**src/rtl/mcr_pkg.sv**
```systemverilog
// Shared types, widths and helper functions for the midpoint circle rasterizer.
package mcr_pkg;

    // Field widths of the command and result words
    localparam int COORD_W  = 7;
    localparam int RADIUS_W = 6;
    localparam int COLOR_W  = 8;
    localparam int CANVAS_W = 8;
    localparam int LANES    = 8;
    localparam int PIX_W    = LANES * COORD_W;
    localparam int POS_W    = COORD_W + 2;

    // Bus widths (tdata padded to whole bytes)
    localparam int CMD_BITS   = 2 * COORD_W + RADIUS_W + COLOR_W;
    localparam int S_DATA_W   = ((CMD_BITS + 7) / 8) * 8;
    localparam int M_DATA_W   = 2 * PIX_W + LANES + COLOR_W;

    // Defaults for top-level parameters
    localparam int DEF_MAX_CANVAS = 128;
    localparam int DEF_MAX_RADIUS = 63;
    localparam int CMD_QUEUE_DEPTH = 2;

    // One circle command after radius clamping
    typedef struct packed {
        logic [COORD_W-1:0]  center_x;
        logic [COORD_W-1:0]  center_y;
        logic [RADIUS_W-1:0] radius;
        logic [COLOR_W-1:0]  color;
    } mcr_cmd_t;

    // One result word: eight mirrored points of an iteration
    typedef struct packed {
        logic             last_step;
        logic [COLOR_W-1:0] pixel_color;
        logic [LANES-1:0] in_bounds_mask;
        logic [PIX_W-1:0] pixel_rows;
        logic [PIX_W-1:0] pixel_columns;
    } mcr_result_t;

    // Point coordinate inside [0, lim)
    function automatic logic in_canvas(logic signed [POS_W-1:0] v,
                                       logic [CANVAS_W-1:0] lim);
        return !v[POS_W-1] && (v[CANVAS_W-1:0] < lim);
    endfunction

    // Expand a lane mask to a per-bit mask over the packed coordinates
    function automatic logic [PIX_W-1:0] spread_mask(logic [LANES-1:0] m);
        logic [PIX_W-1:0] s;
        s = '0;
        for (int k = 0; k < LANES; k++) begin
            s[k*COORD_W +: COORD_W] = {COORD_W{m[k]}};
        end
        return s;
    endfunction

endpackage

```
**src/rtl/mcr_cmd_queue.sv**
```systemverilog
// Small command queue between the front end and the rasterizing engine.
module mcr_cmd_queue
    import mcr_pkg::*;
#(
    parameter int DEPTH = CMD_QUEUE_DEPTH,
    localparam int PW = (DEPTH > 1) ? $clog2(DEPTH) : 1,
    localparam int CW = $clog2(DEPTH + 1)
)
(
    input  logic     clk,
    input  logic     rst_n,
    input  logic     push,
    input  mcr_cmd_t push_data,
    output logic     full,
    input  logic     pop,
    output mcr_cmd_t pop_data,
    output logic     not_empty
);

    mcr_cmd_t        entry_reg [DEPTH];
    logic [PW-1:0]   wr_ptr_reg, wr_ptr_next;
    logic [PW-1:0]   rd_ptr_reg, rd_ptr_next;
    logic [CW-1:0]   count_reg, count_next;
    logic            do_push, do_pop;

    assign full      = (count_reg == CW'(DEPTH));
    assign not_empty = (count_reg != '0);
    assign do_push   = push && !full;
    assign do_pop    = pop && not_empty;
    assign pop_data  = entry_reg[rd_ptr_reg];

    // Pointer and count update
    always_comb
    begin
        wr_ptr_next = wr_ptr_reg;
        rd_ptr_next = rd_ptr_reg;
        count_next  = count_reg;
        if (do_push)
        begin
            wr_ptr_next = (wr_ptr_reg == PW'(DEPTH - 1)) ? '0 : wr_ptr_reg + PW'(1);
        end
        if (do_pop)
        begin
            rd_ptr_next = (rd_ptr_reg == PW'(DEPTH - 1)) ? '0 : rd_ptr_reg + PW'(1);
        end
        if (do_push && !do_pop)
        begin
            count_next = count_reg + CW'(1);
        end
        else if (do_pop && !do_push)
        begin
            count_next = count_reg - CW'(1);
        end
    end

    always_ff @(posedge clk or negedge rst_n)
    begin
        if (!rst_n)
        begin
            wr_ptr_reg <= '0;
            rd_ptr_reg <= '0;
            count_reg  <= '0;
        end
        else
        begin
            wr_ptr_reg <= wr_ptr_next;
            rd_ptr_reg <= rd_ptr_next;
            count_reg  <= count_next;
        end
    end

    // Entry storage
    always_ff @(posedge clk)
    begin
        if (do_push)
        begin
            entry_reg[wr_ptr_reg] <= push_data;
        end
    end

endmodule

```
**src/rtl/mcr_front.sv**
```systemverilog
// Front end: takes command words and the canvas register, clamps them, feeds the queue.
module mcr_front
    import mcr_pkg::*;
#(
    parameter int MAX_CANVAS = DEF_MAX_CANVAS,
    parameter int MAX_RADIUS = DEF_MAX_RADIUS,
    localparam int LW = $clog2(MAX_CANVAS + 1)
)
(
    input  logic                clk,
    input  logic                rst_n,
    // command word
    input  logic                s_tvalid,
    output logic                s_tready,
    input  logic [S_DATA_W-1:0] s_tdata,
    // canvas size register
    input  logic                cfg_valid,
    output logic                cfg_ready,
    input  logic [CANVAS_W-1:0] cfg_data,
    // queue side
    output logic                q_push,
    output mcr_cmd_t            q_data,
    input  logic                q_full,
    output logic [LW-1:0]       canvas_lim
);

    logic [LW-1:0]       canvas_reg, canvas_next;
    logic [RADIUS_W-1:0] radius_in;

    assign cfg_ready  = 1'b1;
    assign canvas_lim = canvas_reg;

    // Canvas size, oversize values saturate at the largest canvas
    always_comb
    begin
        canvas_next = canvas_reg;
        if (cfg_valid)
        begin
            canvas_next = (cfg_data > CANVAS_W'(MAX_CANVAS)) ? LW'(MAX_CANVAS)
                                                             : LW'(cfg_data);
        end
    end

    always_ff @(posedge clk or negedge rst_n)
    begin
        if (!rst_n)
        begin
            canvas_reg <= LW'(MAX_CANVAS);
        end
        else
        begin
            canvas_reg <= canvas_next;
        end
    end

    // Unpack the command word and clamp the radius
    assign radius_in = s_tdata[2*COORD_W +: RADIUS_W];
    assign s_tready  = !q_full;
    assign q_push    = s_tvalid && !q_full;

    always_comb
    begin
        q_data.center_x = s_tdata[0 +: COORD_W];
        q_data.center_y = s_tdata[COORD_W +: COORD_W];
        q_data.radius   = (radius_in > RADIUS_W'(MAX_RADIUS)) ? RADIUS_W'(MAX_RADIUS)
                                                              : radius_in;
        q_data.color    = s_tdata[2*COORD_W + RADIUS_W +: COLOR_W];
    end

endmodule

```
**src/rtl/mcr_engine.sv**
```systemverilog
// Back end: steps the midpoint circle loop, one octant-mirrored result word per cycle while m_ready is high.
module mcr_engine
    import mcr_pkg::*;
#(
    parameter int MAX_CANVAS = DEF_MAX_CANVAS,
    parameter int MAX_RADIUS = DEF_MAX_RADIUS,
    localparam int LW = $clog2(MAX_CANVAS + 1),
    localparam int RW = $clog2(MAX_RADIUS + 1),
    localparam int XW = RW + 1,
    localparam int EW = RW + 4
)
(
    input  logic          clk,
    input  logic          rst_n,
    input  logic [LW-1:0] canvas_lim,
    // queue side
    input  logic          q_not_empty,
    input  mcr_cmd_t      q_data,
    output logic          q_pop,
    // result side
    output logic          m_valid,
    input  logic          m_ready,
    output mcr_result_t   m_result
);

    typedef enum logic {
        ST_IDLE,
        ST_RUN
    } state_t;

    state_t                 state_reg;
    logic                   out_valid_reg;
    mcr_result_t            out_reg;
    logic signed [XW-1:0]   x_reg, y_reg;
    logic signed [EW-1:0]   err_reg;
    logic [COORD_W-1:0]     cx_reg, cy_reg;
    logic [COLOR_W-1:0]     color_reg;

    logic                   load;
    logic signed [XW-1:0]   x_next, y_next, x_start;
    logic signed [EW-1:0]   err_next, ye, dxy;
    logic                   last_next;
    logic signed [POS_W-1:0] cxe, cye, xe, yv;
    logic signed [POS_W-1:0] pc [LANES];
    logic signed [POS_W-1:0] pr [LANES];
    logic [PIX_W-1:0]       cols, rows;
    logic [LANES-1:0]       mask;
    logic [CANVAS_W-1:0]    lim;

    assign q_pop    = (state_reg == ST_IDLE) && q_not_empty;
    assign load     = (state_reg == ST_RUN) && (!out_valid_reg || m_ready);
    assign m_valid  = out_valid_reg;
    assign m_result = out_reg;
    assign lim      = CANVAS_W'(canvas_lim);
    assign x_start  = signed'({1'b0, q_data.radius[RW-1:0]});

    // Iterator update: y advances, x steps down when the error is not negative
    always_comb
    begin
        y_next = y_reg + XW'(1);
        ye     = EW'(y_next);
        x_next = x_reg;
        dxy    = ye;
        if (!err_reg[EW-1])
        begin
            x_next = x_reg - XW'(1);
            dxy    = ye - EW'(x_next);
        end
        err_next  = err_reg + (dxy <<< 1) + EW'(1);
        last_next = (x_next < y_next);
    end

    // Eight mirrored points and canvas clipping
    always_comb
    begin
        cxe = signed'({2'b00, cx_reg});
        cye = signed'({2'b00, cy_reg});
        xe  = POS_W'(x_reg);
        yv  = POS_W'(y_reg);
        pc[0] = cxe + xe;  pr[0] = cye + yv;
        pc[1] = cxe + yv;  pr[1] = cye + xe;
        pc[2] = cxe - xe;  pr[2] = cye + yv;
        pc[3] = cxe - yv;  pr[3] = cye + xe;
        pc[4] = cxe - xe;  pr[4] = cye - yv;
        pc[5] = cxe - yv;  pr[5] = cye - xe;
        pc[6] = cxe + xe;  pr[6] = cye - yv;
        pc[7] = cxe + yv;  pr[7] = cye - xe;
        cols = '0;
        rows = '0;
        mask = '0;
        for (int k = 0; k < LANES; k++)
        begin
            if (in_canvas(pc[k], lim) && in_canvas(pr[k], lim))
            begin
                mask[k] = 1'b1;
                cols[k*COORD_W +: COORD_W] = pc[k][COORD_W-1:0];
                rows[k*COORD_W +: COORD_W] = pr[k][COORD_W-1:0];
            end
        end
    end

    // Sequencer, iterator registers and output register
    always_ff @(posedge clk or negedge rst_n)
    begin
        if (!rst_n)
        begin
            state_reg     <= ST_IDLE;
            out_valid_reg <= 1'b0;
            out_reg       <= '0;
            x_reg         <= '0;
            y_reg         <= '0;
            err_reg       <= '0;
            cx_reg        <= '0;
            cy_reg        <= '0;
            color_reg     <= '0;
        end
        else
        begin
            if (load)
            begin
                out_valid_reg <= 1'b1;
            end
            else if (m_ready)
            begin
                out_valid_reg <= 1'b0;
            end
            unique case (state_reg)
                ST_IDLE:
                begin
                    if (q_not_empty)
                    begin
                        cx_reg    <= q_data.center_x;
                        cy_reg    <= q_data.center_y;
                        color_reg <= q_data.color;
                        x_reg     <= x_start;
                        y_reg     <= '0;
                        err_reg   <= EW'(1) - EW'(x_start);
                        state_reg <= ST_RUN;
                    end
                end
                ST_RUN:
                begin
                    if (load)
                    begin
                        out_reg.pixel_columns  <= cols;
                        out_reg.pixel_rows     <= rows;
                        out_reg.in_bounds_mask <= mask;
                        out_reg.pixel_color    <= color_reg;
                        out_reg.last_step      <= last_next;
                        x_reg   <= x_next;
                        y_reg   <= y_next;
                        err_reg <= err_next;
                        if (last_next)
                        begin
                            state_reg <= ST_IDLE;
                        end
                    end
                end
                default:
                begin
                    state_reg <= ST_IDLE;
                end
            endcase
        end
    end

`ifndef SYNTH
    // The loop only runs while x has not dropped below y
    a_run_order: assert property (@(posedge clk) disable iff (!rst_n)
        (state_reg == ST_RUN) |-> (x_reg >= y_reg))
        else $error("engine running with x below y");

    // Issuing the final word ends the circle
    a_last_ends: assert property (@(posedge clk) disable iff (!rst_n)
        (load && last_next) |=> (state_reg == ST_IDLE))
        else $error("engine kept running after last word");

    // Clipped lanes carry zero coordinates
    a_clip_zero: assert property (@(posedge clk) disable iff (!rst_n)
        out_valid_reg |-> (((out_reg.pixel_columns | out_reg.pixel_rows)
                            & ~spread_mask(out_reg.in_bounds_mask)) == '0))
        else $error("clipped lane has nonzero coordinates");

    // No new command is taken while a circle is in progress
    a_pop_idle: assert property (@(posedge clk) disable iff (!rst_n)
        (state_reg == ST_RUN) |-> !q_pop)
        else $error("command popped during a circle");
`endif

endmodule

```
**src/rtl/midpoint_circle_rasterizer_core.sv**
```systemverilog
// The first result word of a command is registered after it passes a queue entry, the engine's
// iterator registers and its output register. A radius r circle yields N = (iterations of x >= y)
// words, one per cycle while m_tready is high; the next command is loaded in the idle state after.
// A two-entry command queue keeps accepting words, until it is full, while the engine steps a circle.
// Reset (async, active low) clears control state and sets the canvas size to MAX_CANVAS.
module midpoint_circle_rasterizer_core
    import mcr_pkg::*;
#(
    parameter int MAX_CANVAS = DEF_MAX_CANVAS,
    parameter int MAX_RADIUS = DEF_MAX_RADIUS
)
(
    input  logic                clk,
    input  logic                rst_n,
    input  logic                s_tvalid,
    output logic                s_tready,
    // center_x[6:0], center_y[13:7], radius[19:14], color[27:20], zero pad
    input  logic [S_DATA_W-1:0] s_tdata,
    output logic                m_tvalid,
    input  logic                m_tready,
    // pixel_columns[55:0], pixel_rows[111:56], in_bounds_mask[119:112],
    // pixel_color[127:120]
    output logic [M_DATA_W-1:0] m_tdata,
    output logic                m_tlast,
    input  logic                cfg_valid,
    output logic                cfg_ready,
    input  logic [CANVAS_W-1:0] cfg_data
);

    localparam int LW = $clog2(MAX_CANVAS + 1);

    logic          q_push, q_full, q_pop, q_not_empty;
    mcr_cmd_t      q_in, q_out;
    logic [LW-1:0] canvas_lim;
    mcr_result_t   result;

    mcr_front #(
        .MAX_CANVAS (MAX_CANVAS),
        .MAX_RADIUS (MAX_RADIUS)
    ) u_front (
        .clk        (clk),
        .rst_n      (rst_n),
        .s_tvalid   (s_tvalid),
        .s_tready   (s_tready),
        .s_tdata    (s_tdata),
        .cfg_valid  (cfg_valid),
        .cfg_ready  (cfg_ready),
        .cfg_data   (cfg_data),
        .q_push     (q_push),
        .q_data     (q_in),
        .q_full     (q_full),
        .canvas_lim (canvas_lim)
    );

    mcr_cmd_queue #(
        .DEPTH (CMD_QUEUE_DEPTH)
    ) u_queue (
        .clk       (clk),
        .rst_n     (rst_n),
        .push      (q_push),
        .push_data (q_in),
        .full      (q_full),
        .pop       (q_pop),
        .pop_data  (q_out),
        .not_empty (q_not_empty)
    );

    mcr_engine #(
        .MAX_CANVAS (MAX_CANVAS),
        .MAX_RADIUS (MAX_RADIUS)
    ) u_engine (
        .clk         (clk),
        .rst_n       (rst_n),
        .canvas_lim  (canvas_lim),
        .q_not_empty (q_not_empty),
        .q_data      (q_out),
        .q_pop       (q_pop),
        .m_valid     (m_tvalid),
        .m_ready     (m_tready),
        .m_result    (result)
    );

    // Result word packing
    assign m_tdata = {result.pixel_color, result.in_bounds_mask,
                      result.pixel_rows, result.pixel_columns};
    assign m_tlast = result.last_step;

endmodule
```
**config.mk**
```make
export PLATFORM = sky130hd
export DESIGN_NAME = midpoint_circle_rasterizer_core
export DESIGN_NICKNAME = d
export VERILOG_FILES = /design/src/rtl/mcr_pkg.sv /design/src/rtl/mcr_cmd_queue.sv /design/src/rtl/mcr_front.sv /design/src/rtl/mcr_engine.sv /design/src/rtl/midpoint_circle_rasterizer_core.sv
export SDC_FILE = /design/constraint.sdc
export NUM_CORES = 1
export LEC_CHECK = 0
export BUFFER_PORTS_ARGS = -buffer_cell sky130_fd_sc_hd__buf_4
export CAP_MARGIN = 20
export CORE_MARGIN = 4
export CORE_UTILIZATION = 45
export DETAILED_ROUTE_END_ITERATION = 8
export GPL_ROUTABILITY_DRIVEN = 0
export GPL_TIMING_DRIVEN = 0
export PLACE_DENSITY = 0.67
export SLEW_MARGIN = 20
export SYNTH_ARGS = -nofsm -noshare
export SYNTH_HDL_FRONTEND = slang
export SYNTH_HIERARCHICAL = 1
export SYNTH_SLANG_ARGS = --single-unit
export TNS_END_PERCENT = 100
```
**constraint.sdc**
```tcl
create_clock -name clk -period 3.26 [get_ports clk]
set_input_delay 0.163 -clock clk [delete_from_list [all_inputs] [get_ports clk]]
set_output_delay 0.163 -clock clk [all_outputs]
set_load 0.01 [all_outputs]
```
==> Word level (Yosys, flattened, before mapping) <==
Memories as Yosys holds them, arrays and structs flattened.
Cells that the tools add are included.
Widths: inputs -> output; s select.
{ "totals": {"register_bits": 189, "elab_cells": 142, "memories": 1, "out_inout_bits": 132, "mem_bits_rw": 56, "inputBits": 45} }
{ "classes": {"magnitude_cmp": 11, "n_reduce_logical": 42, "n_bitwise": 1, "addsub": 18, "n_eq_ne": 3, "n_mux": 49} }
{ "mem_list": {"columns": ["name", "depth", "word_bits", "rd", "rd_clocked_by_memory_dff", "wr", "line_no", "rtl"], "rows": [
  ["u_queue.entry_reg", 2, 28, 1, 0, 1, "mcr_cmd_queue.sv:20", "mcr_cmd_t entry_reg [DEPTH];"]
]} }
{ "ops": {"columns": ["operator", "count"], "rows": [
  ["$mux 7", 21],
  ["$lt 8x8->1", 8],
  ["$add 8x7->9", 4],
  ["$sub 8x7->9", 4],
  ["$pmux 7 s2", 2],
  ["$logic_and 1x1->1", 23],
  ["$mux 10", 2],
  ["$pmux 10 s2", 1],
  ["$mux 1", 17],
  ["$logic_not 1->1", 12],
  ["$add 10x10->10", 1],
  ["$add 10x2->10 const B", 1],
  ["$mux 9", 1],
  ["$gt 8x8->1 const B", 1],
  ["$mux 8", 1],
  ["$sub 7x7->8", 1],
  ["$add 7x2->7 const B", 1],
  ["$lt 7x7->1", 1],
  ["$sub 1x6->7 const A", 1],
  ["$sub 7x2->7 const B", 1],
  ["$gt 6x6->1 const B", 1],
  ["$mux 6", 1],
  ["$reduce_and 2->1", 3],
  ["$reduce_bool 2->1", 3],
  ["10 further kinds", 12]
]} }

==> Depth between registers and ports, before layout <==
{ "logic_depth": {"ltp_word": 8, "ltp_mapped": 17} }

==> By module <==
Netlist, hierarchy kept.
{ "by_module_without_submodules": {"columns": ["module", "cells_each", "area_each_um2", "n_inst", "seq_area_each_um2"], "rows": [
  ["mcr_engine", 1284, 11791.3, 1, 4429.2],
  ["mcr_cmd_queue", 106, 2265.9, 1, 1781.7],
  ["mcr_front", 63, 546.8, 1, 201.4]
]} }

==> Least setup slack after synthesis <==
No wires, ideal clock.
{ "synth_path": {"path_type": "register to register", "from": "reg u_engine.x_reg[2]", "to": "reg u_engine.out_reg, in the netlist u_engine/m_result[5]", "arrival_ns": 3.492, "setup_time_ns": 0.074, "setup_slack_ns": -0.306, "required_ns": 3.186, "path_stages_with_launch": 18, "path_buffers": 2, "path_cell_list": "dfrtp_1 -> inv_1 -> ha_1 -> buf_6 -> nand2b_4 -> a221oi_4 -> nor2_1 -> o21bai_1 -> xnor2_1 -> inv_1 -> ha_1 -> and4_1 -> a221oi_1 -> o2111ai_1 -> nor4_4 -> nand3_2 -> buf_6 -> o21ai_2"} }
{ "synth_between": {"elab_chain_cells": 5} }
{ "synth_rtl": {"columns": ["item", "line_no", "rtl"], "rows": [
  ["start: declaration", "mcr_engine.sv:34", "logic signed [XW-1:0] x_reg, y_reg;"],
  ["start signal: assignment", "mcr_engine.sv:135", "x_reg <= x_start;"],
  ["start signal: assignment", "mcr_engine.sv:150", "x_reg <= x_next;"],
  ["$add 8x7->9 (*)", "mcr_engine.sv:80", "pc[0] = cxe + xe; pr[0] = cye + yv;"],
  ["$lt 8x8->1 or $logic_not 1->1 (tied branches)", "mcr_pkg.sv:43", "return !v[POS_W-1] && (v[CANVAS_W-1:0] < lim);"],
  ["$logic_and 1x1->1", "mcr_pkg.sv:43", null],
  ["$logic_and 1x1->1", "mcr_engine.sv:93", "if (in_canvas(pc[k], lim) && in_canvas(pr[k], lim))"],
  ["$mux 7 (*)", "mcr_engine.sv:93", null],
  ["end: declaration", "mcr_engine.sv:33", "mcr_result_t out_reg;"]
]} }
Mark *: on every way between the ends. The rest lies on a longest branch, timed or not.
A chain may end at the register's enable or synchronous reset.

==> Final worst setup path <==
{ "layout_path": {"from": "reg u_engine.x_reg[1]", "to": "reg u_engine.out_reg, in the netlist u_engine/m_result[1]"} }
The elaborated chain is that of the path after synthesis.

==> reports/metrics.csv <==
metric,value,unit
"Distinct cells, synth",74,
IO Pins,177,
"Hold Vio Cnt, Final",0,
CP Buf/Inv Count,9,
failing checks,negative setup slack,
Yosys warnings,6,
largest delay contributor family on the critical path,buffers and inverters,
number of port buffers,143,
vias in the first global route,12200,
Layout Nets,2011,
grt ovf,0,
Routed Antenna Nets,0,
crit-path cells,"clkinvlp_4, ha_4, nor2b_4, buf_4, buf_4, buf_4, buf_4, o21bai_1, and2_1, xnor2_2, inv_1, ha_1, a221oi_2, o2111ai_2, nor4_4, buf_4, buf_6, buf_4, nand4_1, nand2_1",
required time of the critical path,3.72,ns
WS Path Type,reg2reg,
Core Region,31800,um^2
multi-input logic area,8900,um^2
status,finished with violations,
clk sinks,245,
Slew headroom,0.348,
"Max FO, Critical Path",3,
DRT iter0 DRCs,926,
post-synthesis cell area,14600,um^2
first-pass GRT wire length,69.1,mm
unrepaired setup endpoints after global routing,true,
clock skew,0.00984,ns
Area after DPL,16400,um^2
CP max stage delay,0.43,ns
met2 Use GR,0.406,
Worst Hold Class,in2reg,
largest net degree at the start of global routing,91,
"Setup violations, final",125,
HPWL after detailed placement,30.9,mm
DR vias/cell,5.51,
initial antenna violation count,0,
syn_nets,1654,
M3 GR Usage,0.0493,
Post-synth EDFFs,56,
Final Hold Slack,0.0126,ns
"Top FF cell, synth",dfrtp_1,
clk buf depth,3,
largest family of logic cells by synthesized area,compound AO/OA/AOI/OAI gates,
Die H,188,um
Critical R2R Capture,u_engine/m_result[1],
MaxCap Viol Count,0,
CTS Buf Count,25,
f_max,273,MHz
Critical Path Source Type,register,
synth-to-layout area growth,40.3,%
drt pass-1 iters,7,
WL per Instance,20.4,um
Row Count,65,
syn avg cell area,10.1,um^2
H-tree levels,1,
worst endpoint data arrival time,4.12,ns
register area share after synthesis,0.439,
max reg flops,129,
# fillers,2333,
Hold Path Stages,3,
Crit. End Element,register,
Final Cell Area,20500,um^2
R2R Path Start,u_engine/x_reg[1],
n_diodes,0,
Initial Utilization,0.459,
worst hold start,cfg_valid,
clk root buf,clkbuf_16,
Clock Latency Late Sink,0.54,ns
Syn Inst Count,1453,
Reg area,6430,um^2
layout cells sized above 1,0.371,
Synth Area in XOR/XNOR,0.0474,
WHS Endpoint,u_front/canvas_lim[2],
Residual DRC,0,
Total GRT Usage,0.245,
mux contribution to synthesized area,0.0297,
DIE AREA,35400,um^2
"Slew Viols, Final",0,
Routed WL,46.1,mm
CP dominant cell by count,buf_4,
setup slack after layout,-0.399,ns
GRT busiest layer,met2,
"Reg clk slew, reported paths",0.06,ns
Period minus WS final,3.66,ns
via count,12500,
flop-to-flop setup slack,-0.40,ns
post-synthesis simple-gate area fraction,0.127,
ys async rst share,0.771,
reg2reg path depth,20,
Synth Area in Compound Gates,0.161,
CTS tree,yes,
Tcrit/Tclk final,1.12,
DIE WIDTH,188,um
Slowest cell on crit path,dfrtp_2,
Worst Tran Pin Value,0.972,ns
area share of fa/ha/maj cells after synthesis,0.139,
synthesized flop and latch total,245,
met1 Resource Use GR,0.314,
-- through the flow --
step	TNS (ns)	util	instances	setup WS (ns)
2_1_floorplan	-5.56	-	1453	-0.282
3_3_place_gp	-103.15	0.514	2031	-1.15
5_1_grt	-41.48	0.644	2263	-0.542
4_1_cts	-13.40	0.609	2220	-0.274
3_5_place_dp	-109.10	0.516	2034	-1.24
6_report	-27.16	0.644	2263	-0.399
-- Yosys cell counts, types with 4 or more instances --
| library cell | n | area (um^2) |
|---|---|---|
| a211o_1 | 4 | 35.0 |
| a211oi_1 | 12 | 90.1 |
| a21boi_0 | 6 | 45.0 |
| a21o_1 | 12 | 90.1 |
| a21oi_1 | 65 | 325 |
| a22o_1 | 39 | 342 |
| a31oi_1 | 15 | 93.8 |
| a32o_1 | 12 | 120 |
| and2_1 | 6 | 37.5 |
| and3_1 | 10 | 62.6 |
| buf_2 | 14 | 70.1 |
| buf_4 | 25 | 188 |
| buf_6 | 7 | 78.8 |
| clkbuf_1 | 34 | 128 |
| dfrtp_1 | 188 | 4700 |
| edfxtp_1 | 56 | 1680 |
| fa_1 | 10 | 200 |
| ha_1 | 146 | 1830 |
| inv_1 | 86 | 323 |
| mux2_2 | 19 | 214 |
| mux2_4 | 10 | 150 |
| mux2i_1 | 7 | 70.1 |
| nand2_1 | 210 | 788 |
| nand2b_1 | 24 | 150 |
| nand3_1 | 18 | 90.1 |
| nand3b_1 | 7 | 52.6 |
| nand4_1 | 4 | 25.0 |
| nor2_1 | 74 | 278 |
| nor2b_1 | 16 | 100 |
| nor3_1 | 21 | 105 |
| o21a_1 | 11 | 82.6 |
| o21ai_0 | 115 | 576 |
| o21ai_2 | 9 | 78.8 |
| o21bai_1 | 15 | 113 |
| o22ai_1 | 6 | 37.5 |
| o31ai_1 | 6 | 45.0 |
| xnor2_1 | 57 | 499 |
| xor2_1 | 22 | 193 |
-- kinds of logic (layout without fill, tap and decap cells) --
group                      after synthesis  after routing
and+or+nand+nor                        407            409
AOI/OAI and AO/OA                      354            354
DFF                                    245            245
buffers and inverters                  175            548
adders and majority gates              156            156
xor gates and xnor gates                79             79
muxes                                   36             36
other                                    1              1
-- cell type report --
cell class                 count  area share
tap                          435      0.0266
multi-input combinational   1035       0.435
timing repair buffer         331       0.143
clock buffer                  37      0.0344
inverter                      90      0.0175
clock inverter                 8     0.00366
buffer                        82      0.0263
sequential                   245       0.314
-- worst register-to-register path: stages, from the launching register on --
cell	delay (ns)
dfrtp_2	0.43
clkinvlp_4	0.15
ha_4	0.27
nor2b_4	0.13
buf_4	0.12
buf_4	0.09
buf_4	0.10
buf_4	0.09
o21bai_1	0.05
and2_1	0.18
xnor2_2	0.33
inv_1	0.09
ha_1	0.22
a221oi_2	0.26
o2111ai_2	0.17
nor4_4	0.16
buf_4	0.19
buf_6	0.10
buf_4	0.09
nand4_1	0.20
nand2_1	0.16
-- how the worst max path moves through the flow --
| stage | start | endpoint | slack (ns) | cells after the start |
|---|---|---|---|---|
| 3_5_place_dp | u_engine/x_reg[1] | u_engine/m_result[47] | -1.24 | 15 |
| 2_1_floorplan | u_engine/x_reg[2] | u_engine/m_result[5] | -0.28 | 17 |
| 6_report | u_engine/x_reg[1] | u_engine/m_result[1] | -0.40 | 20 |
| 3_3_place_gp | u_engine/x_reg[1] | u_engine/m_result[47] | -1.15 | 15 |
| 4_1_cts | u_engine/cx_reg[1] | u_engine/m_result[1] | -0.27 | 18 |
| 5_1_grt | u_engine/cx_reg[1] | u_engine/m_result[1] | -0.54 | 18 |
-- metal layers --
| layer | part of all wire | wire [um] |
|---|---|---|
| met1 | 0.40 | 18300 |
| met2 | 0.47 | 21800 |
| met3 | 0.076 | 3500 |
| met4 | 0.054 | 2500 |
| met5 | 0 | 0 |
-- what timing repair did --
action	4_1_cts	5_1_grt
endpoints found under the hold margin	253	0
pin swaps	109	90
buffers inserted	87	43
resized for setup	257	163
hold buffers	51	0
cloned	6	0
setup endpoints to repair	125	125
-- layout by cell type, fill, tap and decap left out, types with 23 or more instances in the layout --
master,count
ha_1,113
clkbuf_1,39
ha_4,25
nor2_1,66
inv_1,69
dfrtp_1,171
a22o_1,39
clkbuf_16,25
edfxtp_1,56
o21ai_2,61
buf_4,259
xnor2_1,33
buf_6,43
o21ai_0,49
dlygate4sd3_1,51
nand2_1,200
a21oi_1,45
xnor2_2,23
Power is not shown: default switching activity piles up to over one toggle a cycle in this logic, so the estimate is an artifact.
